## config.mk

```make
export PLATFORM = sky130hd
export DESIGN_NAME = string_hash_bucket
export DESIGN_NICKNAME = d
export VERILOG_FILES = /design/src/shb_pkg.sv /design/src/string_hash_bucket.sv /design/src/shb_ctrl.sv /design/src/shb_dp.sv
export SDC_FILE = /design/constraint.sdc
export NUM_CORES = 1
export LEC_CHECK = 0
export BUFFER_PORTS_ARGS = -buffer_cell sky130_fd_sc_hd__buf_2
export CORE_AREA = 2 2 238 240
export DETAILED_ROUTE_END_ITERATION = 16
export DIE_AREA = 0 0 240 242
export GPL_TIMING_DRIVEN = 0
export SKIP_CTS_REPAIR_TIMING = 1
export SLEW_MARGIN = 10
export SYNTH_ARGS = -nofsm -noshare
export SYNTH_HDL_FRONTEND = slang
export SYNTH_SLANG_ARGS = --single-unit
```

## constraint.sdc

```tcl
create_clock -name clk -period 5.5 [get_ports clk]
set_input_delay 0.825 -clock clk [delete_from_list [all_inputs] [get_ports clk]]
set_output_delay 0.825 -clock clk [all_outputs]
set_load 0.05 [all_outputs]
```

## src/shb_pkg.sv

```systemverilog
// Package for the string hash bucket block.
// Widths, reset constants, controller state and the command/status structs.
// No dependencies.
package shb_pkg;

	localparam int ACC_W  = 64;
	localparam int TS_W   = 32;
	localparam int CHAR_W = 8;
	localparam int CNT_W  = $clog2(ACC_W);

	localparam logic [TS_W-1:0]  MODULUS_RST = TS_W'(1024);
	localparam logic [CNT_W-1:0] CNT_LAST    = CNT_W'(ACC_W - 1);

	typedef enum logic [1:0] {
		ST_IDLE,
		ST_DIV,
		ST_FIN
	} shb_state_t;

	typedef struct packed {
		logic accept_item;
		logic start_div;
		logic step_div;
		logic load_out;
	} shb_cmd_t;

	typedef struct packed {
		logic div_last;
	} shb_sts_t;

endpackage

```

## src/string_hash_bucket.sv

```systemverilog
// String hash bucket: while idle, a character item is taken every cycle and, if
// has_char, folded into the 64-bit accumulator in the cycle it transfers. The
// item marked last starts the remainder unit, which retires one dividend bit per
// cycle: bucket is valid, and the next item is taken, once the remainder sits in
// the output register. Reset (arst_n low) clears the accumulator and output
// valid, returns the controller to idle and sets the modulus to 1024.
module string_hash_bucket (
	input  logic                        clk,
	input  logic                        arst_n,
	input  logic                        cfg_valid,
	output logic                        cfg_ready,
	input  logic [shb_pkg::TS_W-1:0]    cfg_data,
	input  logic                        in_valid,
	output logic                        in_ready,
	input  logic signed [shb_pkg::CHAR_W-1:0] char_value,
	input  logic                        has_char,
	input  logic                        last,
	output logic                        out_valid,
	input  logic                        out_ready,
	output logic [shb_pkg::TS_W-1:0]    bucket
);
	import shb_pkg::*;

	shb_cmd_t cmd;
	shb_sts_t sts;

	assign cfg_ready = 1'b1;

	shb_ctrl u_ctrl (
		.clk       (clk),
		.arst_n    (arst_n),
		.in_valid  (in_valid),
		.last      (last),
		.in_ready  (in_ready),
		.out_valid (out_valid),
		.out_ready (out_ready),
		.sts       (sts),
		.cmd       (cmd)
	);

	shb_dp u_dp (
		.clk        (clk),
		.arst_n     (arst_n),
		.cfg_we     (cfg_valid),
		.cfg_data   (cfg_data),
		.char_value (char_value),
		.has_char   (has_char),
		.last       (last),
		.cmd        (cmd),
		.sts        (sts),
		.bucket     (bucket)
	);

endmodule

```

## src/shb_ctrl.sv

```systemverilog
// Controller for the string hash bucket block: state machine and output valid.
// Depends on shb_pkg.
module shb_ctrl (
	input  logic            clk,
	input  logic            arst_n,
	input  logic            in_valid,
	input  logic            last,
	output logic            in_ready,
	output logic            out_valid,
	input  logic            out_ready,
	input  shb_pkg::shb_sts_t sts,
	output shb_pkg::shb_cmd_t cmd
);
	import shb_pkg::*;

	shb_state_t state_q, state_d;
	logic       out_valid_q;

	always_ff @(posedge clk or negedge arst_n) begin
		if (!arst_n) begin
			state_q <= ST_IDLE;
		end else begin
			state_q <= state_d;
		end
	end

	always_comb begin
		state_d = state_q;
		unique case (state_q)
			ST_IDLE: begin
				if (in_valid && last) state_d = ST_DIV;
			end
			ST_DIV: begin
				if (sts.div_last) state_d = ST_FIN;
			end
			ST_FIN: begin
				if (!out_valid_q || out_ready) state_d = ST_IDLE;
			end
			default: state_d = ST_IDLE;
		endcase
	end

	always_comb begin
		in_ready        = 1'b0;
		cmd.accept_item = 1'b0;
		cmd.start_div   = 1'b0;
		cmd.step_div    = 1'b0;
		cmd.load_out    = 1'b0;
		unique case (state_q)
			ST_IDLE: begin
				in_ready        = 1'b1;
				cmd.accept_item = in_valid;
				cmd.start_div   = in_valid && last;
			end
			ST_DIV: begin
				cmd.step_div = 1'b1;
			end
			ST_FIN: begin
				// wait for the output register to drain
				cmd.load_out = !out_valid_q || out_ready;
			end
			default: begin
				in_ready = 1'b0;
			end
		endcase
	end

	always_ff @(posedge clk or negedge arst_n) begin
		if (!arst_n) begin
			out_valid_q <= 1'b0;
		end else if (cmd.load_out) begin
			out_valid_q <= 1'b1;
		end else if (out_ready) begin
			out_valid_q <= 1'b0;
		end
	end

	assign out_valid = out_valid_q;

endmodule

```

## src/shb_dp.sv

```systemverilog
// Datapath for the string hash bucket block: accumulator, table size register,
// radix-2 restoring remainder unit and output register. Depends on shb_pkg.
module shb_dp (
	input  logic                        clk,
	input  logic                        arst_n,
	input  logic                        cfg_we,
	input  logic [shb_pkg::TS_W-1:0]    cfg_data,
	input  logic signed [shb_pkg::CHAR_W-1:0] char_value,
	input  logic                        has_char,
	input  logic                        last,
	input  shb_pkg::shb_cmd_t           cmd,
	output shb_pkg::shb_sts_t           sts,
	output logic [shb_pkg::TS_W-1:0]    bucket
);
	import shb_pkg::*;

	logic [ACC_W-1:0] acc_q;
	logic [ACC_W-1:0] acc_upd;
	logic [ACC_W-1:0] char_ext;
	logic [TS_W-1:0]  modulus_q;
	logic [ACC_W-1:0] dvd_q;
	logic [TS_W-1:0]  rem_q;
	logic [CNT_W-1:0] cnt_q;
	logic [TS_W:0]    rem_sh;
	logic [TS_W:0]    rem_diff;
	logic [TS_W-1:0]  bucket_q;

	assign char_ext = {{(ACC_W-CHAR_W){char_value[CHAR_W-1]}}, char_value};
	// times 31 is shift by five minus one copy
	assign acc_upd  = has_char ? ((acc_q << 5) - acc_q + char_ext) : acc_q;

	always_ff @(posedge clk or negedge arst_n) begin
		if (!arst_n) begin
			acc_q <= '0;
		end else if (cmd.accept_item) begin
			acc_q <= last ? '0 : acc_upd;
		end
	end

	always_ff @(posedge clk or negedge arst_n) begin
		if (!arst_n) begin
			modulus_q <= MODULUS_RST;
		end else if (cfg_we) begin
			// saturate a zero modulus to one
			modulus_q <= (cfg_data == '0) ? TS_W'(1) : cfg_data;
		end
	end

	assign rem_sh   = {rem_q, dvd_q[ACC_W-1]};
	assign rem_diff = rem_sh - {1'b0, modulus_q};

	always_ff @(posedge clk or negedge arst_n) begin
		if (!arst_n) begin
			cnt_q <= '0;
		end else if (cmd.start_div) begin
			cnt_q <= '0;
		end else if (cmd.step_div) begin
			cnt_q <= cnt_q + CNT_W'(1);
		end
	end

	always_ff @(posedge clk) begin
		if (cmd.start_div) begin
			dvd_q <= acc_upd;
			rem_q <= '0;
		end else if (cmd.step_div) begin
			dvd_q <= dvd_q << 1;
			rem_q <= (rem_sh >= {1'b0, modulus_q}) ? rem_diff[TS_W-1:0]
				: rem_sh[TS_W-1:0];
		end
	end

	always_ff @(posedge clk) begin
		if (cmd.load_out) begin
			bucket_q <= rem_q;
		end
	end

	assign sts.div_last = (cnt_q == CNT_LAST);
	assign bucket       = bucket_q;

endmodule

```

Yosys cells after proc, flatten, opt, wreduce, memory -nomap -nowiden
Cells that the tools add are included.
- bits in read-only memories: 0
- output and inout bits: 35
- memories kept: 0
- register bits after elaboration: 233
- word-level logic and storage cells: 45
- bits in latches: 0
- bits of input ports: 47
- bits in writable memories: 0
- reduce and logical (&&, ||, !) cells: 8
- bitwise logic cells: 0
- shifts and indexed selects: 0
- order comparisons: 1
- divide/modulo/power cells: 0
- mux-type cells: 18
- $add $sub $neg: 4
- eq/ne operators: 6
- $mul: 0
- operators with widths (cell ; number):
    $mux W64 ; 4
    $add A64 B64 Y64 ; 1
    $mux W32 ; 2
    $sub A64 B64 Y64 ; 1
    $ge A33 B32 Y1 ; 1
    $logic_not A32 Y1 ; 1
    $sub A32 B32 Y32 ; 1
    $mux W6 ; 2
    $mux W2 ; 4
    $add A6 B1 Y6 const B ; 1
    $eq A6 B6 Y1 const B ; 1
    $pmux W2 S3 ; 1
    $mux W1 ; 5
    $ne A2 B1 Y1 const B ; 2
    $reduce_bool A2 Y1 ; 2
    $reduce_and A3 Y1 ; 1
    $eq A2 B1 Y1 const B ; 1
    $eq A2 B2 Y1 const B ; 1
    $logic_not A2 Y1 ; 1
    $ne A2 B2 Y1 const B ; 1
    $logic_and A1 B1 Y1 ; 1
    $logic_not A1 Y1 ; 1
    $logic_or A1 B1 Y1 ; 1

Depth between registers and ports, before layout
Gate-level depths: netlist of run 1.
- depth in word-level cells: 4
- mapped depth: 17
- mapped depth without buffers: 17

By module
A second synthesis of run 1 with hierarchy kept.
- cell total of the unflattened synthesis: 1898
- area total of the unflattened synthesis: 17150.2 sq um
- by module, submodules not included (module ; cells an instance ; times used ; sequential area each (sq um) ; area an instance (sq um)):
    shb_dp ; 1881 ; 1 ; 6077.1 ; 16983.8
    shb_ctrl ; 15 ; 1 ; 75.1 ; 155.1
    string_hash_bucket ; 2 ; 1 ; 0.0 ; 11.3

Worst setup path before layout of run 1
Ideal clock, no wire load.
- path type: input-to-reg
- from: in char_value[7] in the netlist's numbering
- to: reg u_dp.dvd_q[60], data pin
- setup slack: -0.857 ns
- arrival: 6.097 ns
- path buffers: 1
- library setup time: 0.261 ns
- stages on the path: 16
- required time: 5.239 ns
- path through: inv_1 fa_1 inv_1 ha_1 buf_2 a21o_1 a21o_1 a21oi_1 o21a_1 and3b_1 a21oi_1 a31oi_2 o221ai_2 a31oi_1 xnor2_1 a221o_1
- cells in the longest elaborated chain, start to end: 3
- ends and longest elaborated chain (item ; line ; text):
    start: declaration ; string_hash_bucket.sv:15 ; input logic signed [shb_pkg::CHAR_W-1:0] char_value,
    $add A64 B64 Y64 ; shb_dp.sv:30 ; assign acc_upd = has_char ? ((acc_q << 5) - acc_q + char_ext) : acc_q;
    $mux W64 ; shb_dp.sv:30 ;
    $mux W64 ; shb_dp.sv:63 ; if (cmd.start_div) begin
    end signal: assignment ; shb_dp.sv:64 ; dvd_q <= acc_upd;
    end signal: assignment ; shb_dp.sv:67 ; dvd_q <= dvd_q << 1;
    end: declaration ; shb_dp.sv:21 ; logic [ACC_W-1:0] dvd_q;
Every way passes these cells.
A chain may end at the register's enable or synchronous reset.

Final worst setup path of run 1
- from: in char_value[7] in the netlist's numbering
- to: reg u_dp.dvd_q[54], data pin
The elaborated chain is that of the path after synthesis.

==> results_dict.tcl, run 1 <==
set metrics [dict create \
    clk_latency_ps 560 \
    cts_tree "yes" \
    fin_util 0.351 \
    vias 14400 \
    multi_input_area_sq_um 9730 \
    cp-start-kind "input port" \
    worst_path_most_repeated_cell "o21ai_1" \
    fin_area_sq_um 19600 \
    ant_nets 0 \
    worst_path_max_delay_cell "a2111oi_1" \
    max_slew_margin 0.262 \
    hpwlAfterDp_mm 38.7 \
    required_ps 5790 \
    layout-drive-gt1-share 0.0920 \
    seq_area_sq_um 6150 \
    drt_iter0_markers 1054 \
    start_util 0.305 \
    wl_per_cell_microns 17.7 \
    grt_pass1_vias 14200 \
    arrival_ps 5410 \
    htree_levels 1 \
    numCtsBuffers 28 \
    grt_pass1_wl_mm 78.2 \
    fill_cells 5761 \
    die_area_sq_um 58100 \
    overflow 0 \
    port_buffers 77 \
    max-cap-violations 0 \
    max_freq_mhz 195 \
    vias_per_cell 5.16 \
    slew_viol_final 0 \
    nNetsFinal 2228 \
    synth_area_per_cell_sq_um 8.92 \
    setup_viol 0 \
    crit_path_cell_trace "buf_2 -> clkinvlp_4 -> buf_12 -> fa_1 -> inv_1 -> ha_1 -> nand2_1 -> nor4_2 -> nor3b_2 -> a2111oi_1 -> nor3_1 -> o21ai_1 -> a31oi_1 -> o21bai_1 -> xnor2_1 -> o21ai_1" \
    synth_edf_count 96 \
    dr.pass1.iters 5 \
    area_growth_pct 15.0 \
    min_period_over_period 0.930 \
    grt_usage 0.169 \
    worst_setup_path_end_kind "flop" \
    ioPinCount 82 \
    clk_pin_slew_ps 60 \
    worst_slew_pin_slew_ps 1110 \
    synthArstFlopShare 0.451 \
    drc 0 \
    ys.flop_type "dfrtp_1" \
    grt_max_degree 77 \
    die_w_microns 240 \
    rsz0062_at_grt "no" \
    status "finished, final reports clean" \
    syn_nets 2115 \
    finalHoldViolations 0 \
    antenna_found_initial 0 \
    placedInstanceArea_sq_um 18700 \
    fin_crit_ps 5120 \
    n_antenna_cell 0 \
    core-area_sq_um 55700 \
    cp_num_buf_inv 4 \
    num_rows 87 \
    clk_path_buf_depth 3 \
    critPathKind "in -> reg" \
    holdCritPathClass "in -> async" \
    ys_types 86 \
    die_height_microns 242 \
    wl_mm 49.7 \
    yosysSeqAreaShare 0.361 \
    synthCells 1908 \
    clock-root-buffer "clkbuf_16" \
    gp_congestion 0.916 \
    cts_sinks 233 \
    cpLargestDelayFamily "compound AO/OA/AOI/OAI gates" \
    critPathMaxStageDelay_ps 750 \
    fin_worst_hold_slack_ps 145 \
    crit_path_max_fanout 23 \
    clock_skew_ps 20.3 \
    netlist_area_sq_um 17000 \
    yosys_warnings 0 \
    ys_ff_latch 233 \
]
cell usage after synthesis (all sizes together), types with 12 or more instances:
cell	instances	area share
nor3	25	0.0083
xnor2	57	0.029
nand3	36	0.011
a21o	71	0.031
a21oi	135	0.040
nand2b	14	0.0051
inv	233	0.051
xor2	31	0.016
and3	16	0.0059
nor2b	12	0.0044
a211oi	12	0.0066
nor2	93	0.021
a31oi	15	0.0059
buf	18	0.0059
o21ai	192	0.057
a22o	28	0.014
mux2i	66	0.039
fa	60	0.071
o22ai	20	0.0073
dfxtp	32	0.038
nand2	209	0.046
nor4	13	0.0048
o21bai	17	0.0075
dfrtp	104	0.15
clkbuf	74	0.016
nand4	25	0.0092
ha	100	0.073
edfxtp	96	0.17
cell type report:
type,count,share of cell area
multi-input cells,1350,0.497
clock inverters,17,0.00888
plain buffers,92,0.0206
clock buffers,35,0.0387
well taps,756,0.0483
inverters,233,0.0450
flip-flops and latches,233,0.314
repair buffers,83,0.0277
through the flow:
stage,worst slack [ps],TNS [ps],instances
2_1_floorplan,-285,-1900,1908
6_report,384,0,2799
3_3_place_gp,-1760,-114450,2741
5_1_grt,111,0,2799
4_1_cts,430,0,2799
3_5_place_dp,-156,-647,2747
path summary, 6_finish.rpt:
path | from | end | slack [ps] | cells past startpoint
max in group asynchronous | arst_n | u_dp.acc_q[37] | 4610 | 2
max | char_value[7] | u_dp.dvd_q[54] | 380 | 16
min reg2reg | u_dp.rem_q[16] | u_dp.rem_q[16] | 490 | 2
min in group clk | cfg_data[10] | u_dp.modulus_q[10] | 480 | 3
min | arst_n | u_dp.acc_q[6] | 150 | 1
max reg2reg | u_dp.acc_q[2] | u_dp.dvd_q[54] | 1080 | 14
layer usage:
layer  wire (microns)  vias to the layer above  track usage  part of all wire
met4             1230                        0       0.0437             0.025
met3             2930                       80       0.0237             0.059
met1            22200                     7064        0.230              0.45
li1                 -                     6874            -                 -
met5                0                        -            0                 0
met2            23300                      417        0.279              0.47
state kept, by name, indices dropped and copies added, names as in the netlist:
| register | flops |
|---|---|
| u_ctrl.out_valid | 1 |
| u_ctrl.state_q | 2 |
| u_dp.acc_q | 64 |
| u_dp.bucket | 32 |
| u_dp.cnt_q | 6 |
| u_dp.dvd_q | 64 |
| u_dp.modulus_q | 32 |
| u_dp.rem_q | 32 |
cell families after synthesis:
family          after synthesis  synth area share
compound gates              555             0.204
xor+xnor                     88            0.0453
fa+ha+maj                   160             0.144
buf+inv                     325            0.0736
flops                       233             0.361
mux                          67            0.0395
other cells                   1          0.000220
simple gates                479             0.132
cells in the final DEF, fill, tap and decap left out, types with 7 or more instances in the layout:
| cell type | instances |
|---|---|
| buf_2 | 81 |
| o21bai_1 | 17 |
| a22o_1 | 28 |
| dfrtp_1 | 104 |
| nand3_1 | 35 |
| nor3_1 | 23 |
| fa_1 | 60 |
| nor2_1 | 92 |
| nand2b_1 | 14 |
| inv_1 | 230 |
| o21ai_1 | 39 |
| xnor2_1 | 57 |
| nand2_1 | 206 |
| o21a_1 | 10 |
| dfxtp_1 | 32 |
| xor2_1 | 31 |
| clkbuf_1 | 78 |
| nor4_1 | 12 |
| a21o_1 | 71 |
| a211oi_1 | 8 |
| and3_1 | 16 |
| o22ai_1 | 20 |
| ha_1 | 97 |
| edfxtp_1 | 96 |
| or3_1 | 7 |
| a31oi_1 | 14 |
| clkbuf_16 | 29 |
| mux2i_1 | 66 |
| nor2b_1 | 10 |
| a21oi_1 | 130 |
| nand4_1 | 25 |
| o21ai_0 | 152 |
Power of run 1 is not shown: default switching activity piles up to over one toggle a cycle in this logic, so the estimate is an artifact.
==> run 2, diff against run 1 <==
--- a/config.mk
+++ b/config.mk
@@ -10,6 +10,7 @@
 export DETAILED_ROUTE_END_ITERATION = 16
 export DIE_AREA = 0 0 240 242
 export GPL_TIMING_DRIVEN = 0
+export PLACE_DENSITY_LB_ADDON = 0.25
 export SKIP_CTS_REPAIR_TIMING = 1
 export SLEW_MARGIN = 10
 export SYNTH_ARGS = -nofsm -noshare
==> results_dict.tcl, run 2 (synthesis gave the netlist of run 1 again) <==
set metrics [dict create \
    port_buffers 77 \
    max-cap-violations 0 \
    arrival_ps 5270 \
    clk_pin_slew_ps 60 \
    fin_cells 2798 \
    wl_mm 50.1 \
    setup_tns_ps 0 \
    top_usage_layer "met2" \
    reg_top3 "u_dp.acc_q (64), u_dp.dvd_q (64)" \
    clk_latency_ps 580 \
    required_ps 5820 \
    fin_worst_hold_slack_ps 135 \
    critPathKind "in -> reg" \
    fin_crit_ps 4950 \
    ff2ff_setup_slack_ps 1030 \
    max_freq_mhz 202 \
    area_growth_pct 15.1 \
    htree_levels 1 \
    fin_area_sq_um 19600 \
    dr.pass1.iters 5 \
    grt_pass1_wl_mm 78.9 \
    clk_path_buf_depth 3 \
    met3_usage 0.0229 \
    r2r_end "u_dp.dvd_q[61]" \
    drt_iter0_markers 874 \
    core-area_sq_um 55700 \
    vias_per_cell 5.07 \
    nNetsFinal 2228 \
    die_height_microns 242 \
    grt_util_met1 0.239 \
    die_area_sq_um 58100 \
    worstRegToRegCells 16 \
    placedInstanceArea_sq_um 18600 \
    grt.met2_usage 0.282 \
    hpwlAfterDp_mm 39.1 \
    grt_usage 0.171 \
    die_w_microns 240 \
    numCtsBuffers 28 \
    clock-root-buffer "clkbuf_16" \
    n_antenna_cell 0 \
    r2r_start "u_dp.acc_q[21]" \
    wl_per_cell_microns 17.9 \
    vias 14200 \
    grt_pass1_vias 13900 \
    crit_path_max_fanout 23 \
    final_cell_mix "inv_1 (230), nand2_1 (206), o21ai_0 (152)" \
    ant_nets 0 \
    placedCellCount 2746 \
    slew_viol_final 0 \
    ioPinCount 82 \
    max_slew_margin 0.247 \
    overflow 0 \
    min_period_over_period 0.900 \
    cts_tree "yes" \
    cp-start-kind "input port" \
    antenna_found_initial 0 \
    holdCritPathClass "in -> async" \
    num_rows 87 \
    worst_slew_pin_slew_ps 1130 \
    clock_skew_ps 19.9 \
    final_common_cell "inv_1" \
    layout-drive-gt1-share 0.0896 \
    cts_sinks 233 \
    grt_max_degree 74 \
    status "finished, final reports clean" \
    finalHoldViolations 0 \
    rsz0062_at_grt "no" \
    start_util 0.305 \
    worst_setup_path_end_kind "flop" \
    setup_viol 0 \
    gp_congestion 0.901 \
    drc 0 \
]
-- run 2: cell type report --
| cell class | instances | area [sq um] |
|---|---|---|
| well taps | 756 | 946 |
| clock inverters | 10 | 153 |
| flip-flops and latches | 233 | 6150 |
| inverters | 233 | 881 |
| repair buffers | 83 | 522 |
| fillers | 5788 | 36100 |
| multi-input cells | 1350 | 9730 |
| plain buffers | 92 | 403 |
| clock buffers | 41 | 810 |
-- run 2: worst max-delay path by stage --
| stage | startpoint | to | slack (ps) |
|---|---|---|---|
| after floorplan | char_value[7] | u_dp.dvd_q[63] | -280 |
| after global placement | char_value[7] | u_dp.dvd_q[54] | -1990 |
| after detailed placement | char_value[7] | u_dp.dvd_q[54] | -780 |
| after CTS | char_value[7] | u_dp.dvd_q[54] | -170 |
| after global routing | char_value[7] | u_dp.dvd_q[54] | 260 |
| final | char_value[7] | u_dp.dvd_q[61] | 550 |
-- run 2: layer usage --
metal / wire (microns) / share of wire
met1: 23400 / 0.47
met5: 0 / 0
met2: 23500 / 0.47
met4: 807 / 0.016
met3: 2380 / 0.048
-- run 2: critical path: stages --
cell	delay [ps]
buf_2	110
clkinvlp_4	120
buf_12	200
buf_12	200
fa_1	550
inv_1	40
ha_1	270
buf_2	180
a21o_1	180
a21o_1	170
a21oi_1	390
o2111a_1	300
nand3_1	280
and2_4	280
a21o_1	250
a31o_4	290
a211oi_2	380
or4b_1	180
nand3_1	60
-- run 2: metrics by stage --
stage               utilization  worst slack, ps
floorplan                     -             -285
global placement          0.332            -1990
detailed placement        0.334             -783
CTS                       0.351             -168
global route              0.352              261
finish                    0.352              550
Power of run 2 is left out for the same reason.
